### src/rtl/gbc_pkg.sv
`default_nettype none

package gbc_pkg;

	localparam int DEF_MAX_WIDTH  = 1024;
	localparam int DEF_MAX_HEIGHT = 4096;

	localparam int SAMPLE_BITS  = 16;
	localparam int WEIGHT_BITS  = 15;
	localparam int PROD_BITS    = SAMPLE_BITS + WEIGHT_BITS + 1;
	localparam int SUM_BITS     = 34;
	localparam int FW_BITS      = 11;
	localparam int FH_BITS      = 13;
	localparam int CFG_BITS     = 13;
	localparam int ROW_OUT_BITS = 12;
	localparam int COL_OUT_BITS = 10;

	localparam logic [FW_BITS-1:0] FW_RESET = 11'd1024;
	localparam logic [FH_BITS-1:0] FH_RESET = 13'd1024;

	localparam logic REG_FRAME_WIDTH  = 1'b0;
	localparam logic REG_FRAME_HEIGHT = 1'b1;

	localparam logic FUNC_SAMPLE = 1'b0;
	localparam logic FUNC_DRAIN  = 1'b1;

	localparam logic [1:0] OP_FILL  = 2'd0;
	localparam logic [1:0] OP_SHIFT = 2'd1;
	localparam logic [1:0] OP_EDGE  = 2'd2;

	// window row source: a line store slot, or the incoming sample
	localparam logic [2:0] SRC_SAMPLE = 3'd4;

	typedef logic signed [SAMPLE_BITS-1:0] samp_t;
	typedef samp_t [4:0] colv_t;
	typedef logic signed [SUM_BITS-1:0] sum_t;

	typedef struct packed {
		logic adv;
		logic fill;
		logic shift;
	} cell_ctrl_t;

	// gaussian weights in q0.16, symmetric in both axes
	function automatic logic [WEIGHT_BITS-1:0] kern_w(input int c, input int k);
		int dc;
		int dk;
		logic [WEIGHT_BITS-1:0] w;
		dc = (c > 2) ? 4 - c : c;
		dk = (k > 2) ? 4 - k : k;
		unique case (dc * 3 + dk)
			0: w = 15'd247;
			1: w = 15'd984;
			2: w = 15'd1559;
			3: w = 15'd984;
			4: w = 15'd3926;
			5: w = 15'd6220;
			6: w = 15'd1559;
			7: w = 15'd6220;
			8: w = 15'd9853;
			default: w = '0;
		endcase
		return w;
	endfunction

endpackage

`default_nettype wire

### src/rtl/gbc_cell.sv
`default_nettype none

module gbc_cell import gbc_pkg::*; #(
	parameter int COL = 0
) (
	input  logic       clk,
	input  logic       arst_n,
	input  cell_ctrl_t ctrl,
	input  colv_t      nbr_in,
	input  colv_t      fill_in,
	output colv_t      data,
	output sum_t       col_sum
);

	colv_t                        data_q;
	logic signed [PROD_BITS-1:0]  prod_s3 [5];
	sum_t                         sum_s4;

	// one window column, shifted toward the older neighbor
	always_ff @(posedge clk or negedge arst_n) begin
		if (!arst_n) begin
			data_q <= '0;
		end else if (ctrl.adv && ctrl.fill) begin
			data_q <= fill_in;
		end else if (ctrl.adv && ctrl.shift) begin
			data_q <= nbr_in;
		end
	end

	always_ff @(posedge clk) begin
		if (ctrl.adv) begin
			for (int k = 0; k < 5; k++) begin
				prod_s3[k] <= $signed(data_q[k]) * $signed({1'b0, kern_w(COL, k)});
			end
			sum_s4 <= SUM_BITS'(prod_s3[0]) + SUM_BITS'(prod_s3[1]) + SUM_BITS'(prod_s3[2])
				+ SUM_BITS'(prod_s3[3]) + SUM_BITS'(prod_s3[4]);
		end
	end

	assign data    = data_q;
	assign col_sum = sum_s4;

endmodule

`default_nettype wire

### config.mk
export PLATFORM = sky130hd
export DESIGN_NAME = gbc_cell
export DESIGN_NICKNAME = d
export VERILOG_FILES = /design/src/rtl/gbc_pkg.sv /design/src/rtl/gbc_cell.sv
export SDC_FILE = /design/constraint.sdc
export NUM_CORES = 2
export LEC_CHECK = 0
export ABC_AREA = 0
export BUFFER_PORTS_ARGS = -buffer_cell sky130_fd_sc_hd__buf_4
export CAP_MARGIN = 10
export CORE_MARGIN = 5
export CORE_UTILIZATION = 68
export CTS_BUF_LIST = sky130_fd_sc_hd__clkbuf_4
export CTS_CLUSTER_DIAMETER = 200
export DETAILED_ROUTE_END_ITERATION = 6
export HOLD_SLACK_MARGIN = 0.02
export PLACE_DENSITY = 0.89
export SYNTH_ARGS = -nofsm -noshare
export SYNTH_HDL_FRONTEND = slang
export SYNTH_SLANG_ARGS = --single-unit
export TNS_END_PERCENT = 5
### constraint.sdc
create_clock -name clk -period 11 [get_ports clk]
set_clock_uncertainty 0.15 [all_clocks]
set_input_delay 2.2 -clock clk [delete_from_list [all_inputs] [get_ports clk]]
set_output_delay 2.2 -clock clk [all_outputs]
set_load 0.02 [all_outputs]
==> flow_summary.json <==
{
  "outcome": "finished clean",
  "grt_pass1_wl_um": 129000,
  "tns_ns": 0,
  "portBuffers": 278,
  "crit_required_ns": 11.37,
  "clkSinkCount": 268,
  "hold_violations": 0,
  "final_nets": 4486,
  "cts_max_path_buffers": 3,
  "cts_setup_buffers": 0,
  "core_um2": 46800,
  "drc_errors": 0,
  "via_per_inst": 5.65,
  "critical_path.cell_chain": "inv_1, fa_1, fa_1, inv_1, ha_1, fa_1, fa_1, inv_1, fa_1, inv_1, ha_1, a21o_1, a2111oi_2, nor3_1, nor3_1, o21bai_1, a31oi_1, xnor2_1",
  "yosys.area_share.simple_pct": 5.63,
  "cts-resized-gates": 0,
  "die_y_um": 228,
  "ys.flop_type": "edfxtp_1",
  "drv_slew": 0,
  "r2r_slack_ns": 4.95,
  "die_area_um2": 52000,
  "final.min_clock_period_ns": 6.05,
  "drt-initial-drc-count": 1655,
  "antenna_found_initial": 1,
  "area_growth_pct": 12.0,
  "fmax_ghz": 0.165,
  "dr.pass1.iters": 6,
  "cap_violations": 0,
  "synth_cells": 3060,
  "setup_viol": 0,
  "yosys.area_share.adder_pct": 45.7,
  "std_cell_rows": 79,
  "cts_root_buf": "clkbuf_4",
  "critPathMaxFanout": 7,
  "dp_hpwl_um": 64800,
  "wl_um": 78500,
  "ctsHoldBuffers": 0,
  "grt-ovfl-total": 0,
  "synth-edff-count": 188,
  "synthArstFlopShare_pct": 29.9,
  "slew_headroom_pct": 30.3,
  "syn_area_per_cell_um2": 10.6,
  "crit_family": "adder cells",
  "start_util_pct": 69.1,
  "cts.clk_slew.worst_paths_ns": 0.06,
  "drive_above_1_share_pct": 13.1,
  "synth-xor-area-share_pct": 4.25,
  "fin_crit_sh_pct": 55.0,
  "postRouteAntennaNets": 0,
  "synth.distinct_cells": 78,
  "crit_top_cell": "fa_1",
  "grt_usage_pct": 30.8,
  "syn_nets": 4164,
  "clkLatencyLatePin_ns": 0.85,
  "htree_levels": 3,
  "routedWlPerCell_um": 19.4,
  "syn_area_um2": 32300,
  "ys_warn_count": 0,
  "crit_buf_inv": 4,
  "grt_max_degree": 90,
  "hold_class": "flop to flop",
  "ys_seq_area_share_pct": 23.7,
  "synth_top_family_by_area": "adder cells",
  "synth-compound-area-share_pct": 8.74,
  "via_count": 22900,
  "worstSetupEndpointType": "flop",
  "crit_type": "flop to flop",
  "pin_count": 279,
  "first_global_vias": 24900,
  "rsz0062_at_grt": "false",
  "worst_pin_slew_ns": 1.05,
  "startpoint_type": "flop",
  "cp.arrival_ns": 6.43,
  "synth-seq-cells": 268,
  "critPathSlowestCell": "fa_1",
  "slowest_delay_ns": 0.54,
  "synth_mux_area_share_pct": 2.70,
  "cts_made_buffers": 78,
  "cts_tree": "done",
  "die_width_um": 228,
  "place.gp.congestion": 0.932
}
## synth_stat cells, types with 4 or more instances
cell type	instances	area share, %
nand3b_1	6	0.14
xnor2_1	113	3.1
nor2_1	76	0.88
nand3_1	32	0.50
o211ai_1	6	0.14
nand2_1	142	1.6
mux2i_1	86	2.7
fa_1	405	25
or2_2	13	0.25
ha_1	534	21
or3_1	12	0.23
a211oi_1	16	0.37
o21bai_1	15	0.35
buf_2	8	0.12
o31ai_1	8	0.19
nand2b_1	13	0.25
edfxtp_1	188	17
a21oi_1	107	1.7
a21o_1	64	1.5
and4_1	7	0.19
xor2_1	44	1.2
buf_1	9	0.10
nand4_1	10	0.19
o21ai_0	117	1.8
and3_1	11	0.21
inv_1	750	8.7
clkbuf_1	28	0.33
nor2b_1	11	0.21
a2111oi_0	4	0.11
o21a_1	18	0.42
a31oi_1	8	0.15
a31o_2	5	0.14
nor3_1	32	0.50
and2_1	6	0.12
dfrtp_1	80	6.2
o21ai_1	7	0.11
## registers in the layout, indices dropped and copies added, names as in the netlist
signal / flops
prod_s3: 154
col_sum: 34
data: 80
## through the flow
step	std cells	setup WS, ns	hold WS, ns	area [um2]	utilization [%]
5_1_grt	4052	4.65	0.426	36200	77.4
6_report	4052	4.95	0.412	36200	77.4
4_1_cts	4051	4.91	0.414	36200	77.4
3_3_place_gp	3909	5.13	0.383	35100	75.0
3_5_place_dp	3909	5.00	0.399	35100	75.0
2_1_floorplan	3060	5.28	0.376	32300	-
## cells by family after synthesis
kind of cell | after synthesis
AND/OR/NAND/NOR | 383
multiplexers | 87
buffers and inverters | 796
XOR/XNOR | 157
adder cells (fa/ha/maj) | 939
AO/OA/AOI/OAI | 430
flip-flops | 268
## cells in the final DEF, fill, tap and decap left out, drive strengths merged, types with 16 or more instances in the layout
cell      n
xnor2   113
xor2     44
nor3     32
inv     751
mux2i    86
clkinv   23
dfrtp    80
a21oi   110
nand2   142
edfxtp  188
o21a     19
nand3    32
a21o     64
o21ai   124
clkbuf  112
a211oi   16
ha      534
nor2     76
fa      405
buf     287
## per-layer routing
layer	GRT usage (%)	part of all wire, %	vias up
li1	-	-	10700
met1	40.4	41	11300
met2	51.9	49	769
met3	5.02	6.3	185
met4	11.8	4.0	0
met5	0	0	-
## final timing paths
check | depth (start not counted) | end | start
max in group asynchronous | 2 | data[28] | arst_n
worst max register to register | 18 | prod_s3[0][150] | data[67]
worst min register to register | 1 | col_sum[0] | prod_s3[0][128]
worst max-delay path | 18 | prod_s3[0][150] | data[67]
worst min-delay path | 1 | col_sum[0] | prod_s3[0][128]
min in group asynchronous | 1 | data[48] | arst_n
## area by class of cell
cell class,count,area (um2)
Antenna cell,1,2.50
Clock buffer,112,841
Clock inverter,30,263
Fill cell,2962,10600
Inverter,751,2820
Multi-Input combinational cell,1996,21700
Sequential cell,268,7650
Tap cell,607,759
Timing Repair Buffer,287,2160
Power is left out: the tool's default activity adds up to more than one toggle a clock period on the data nets, which glitch-free logic cannot reach.
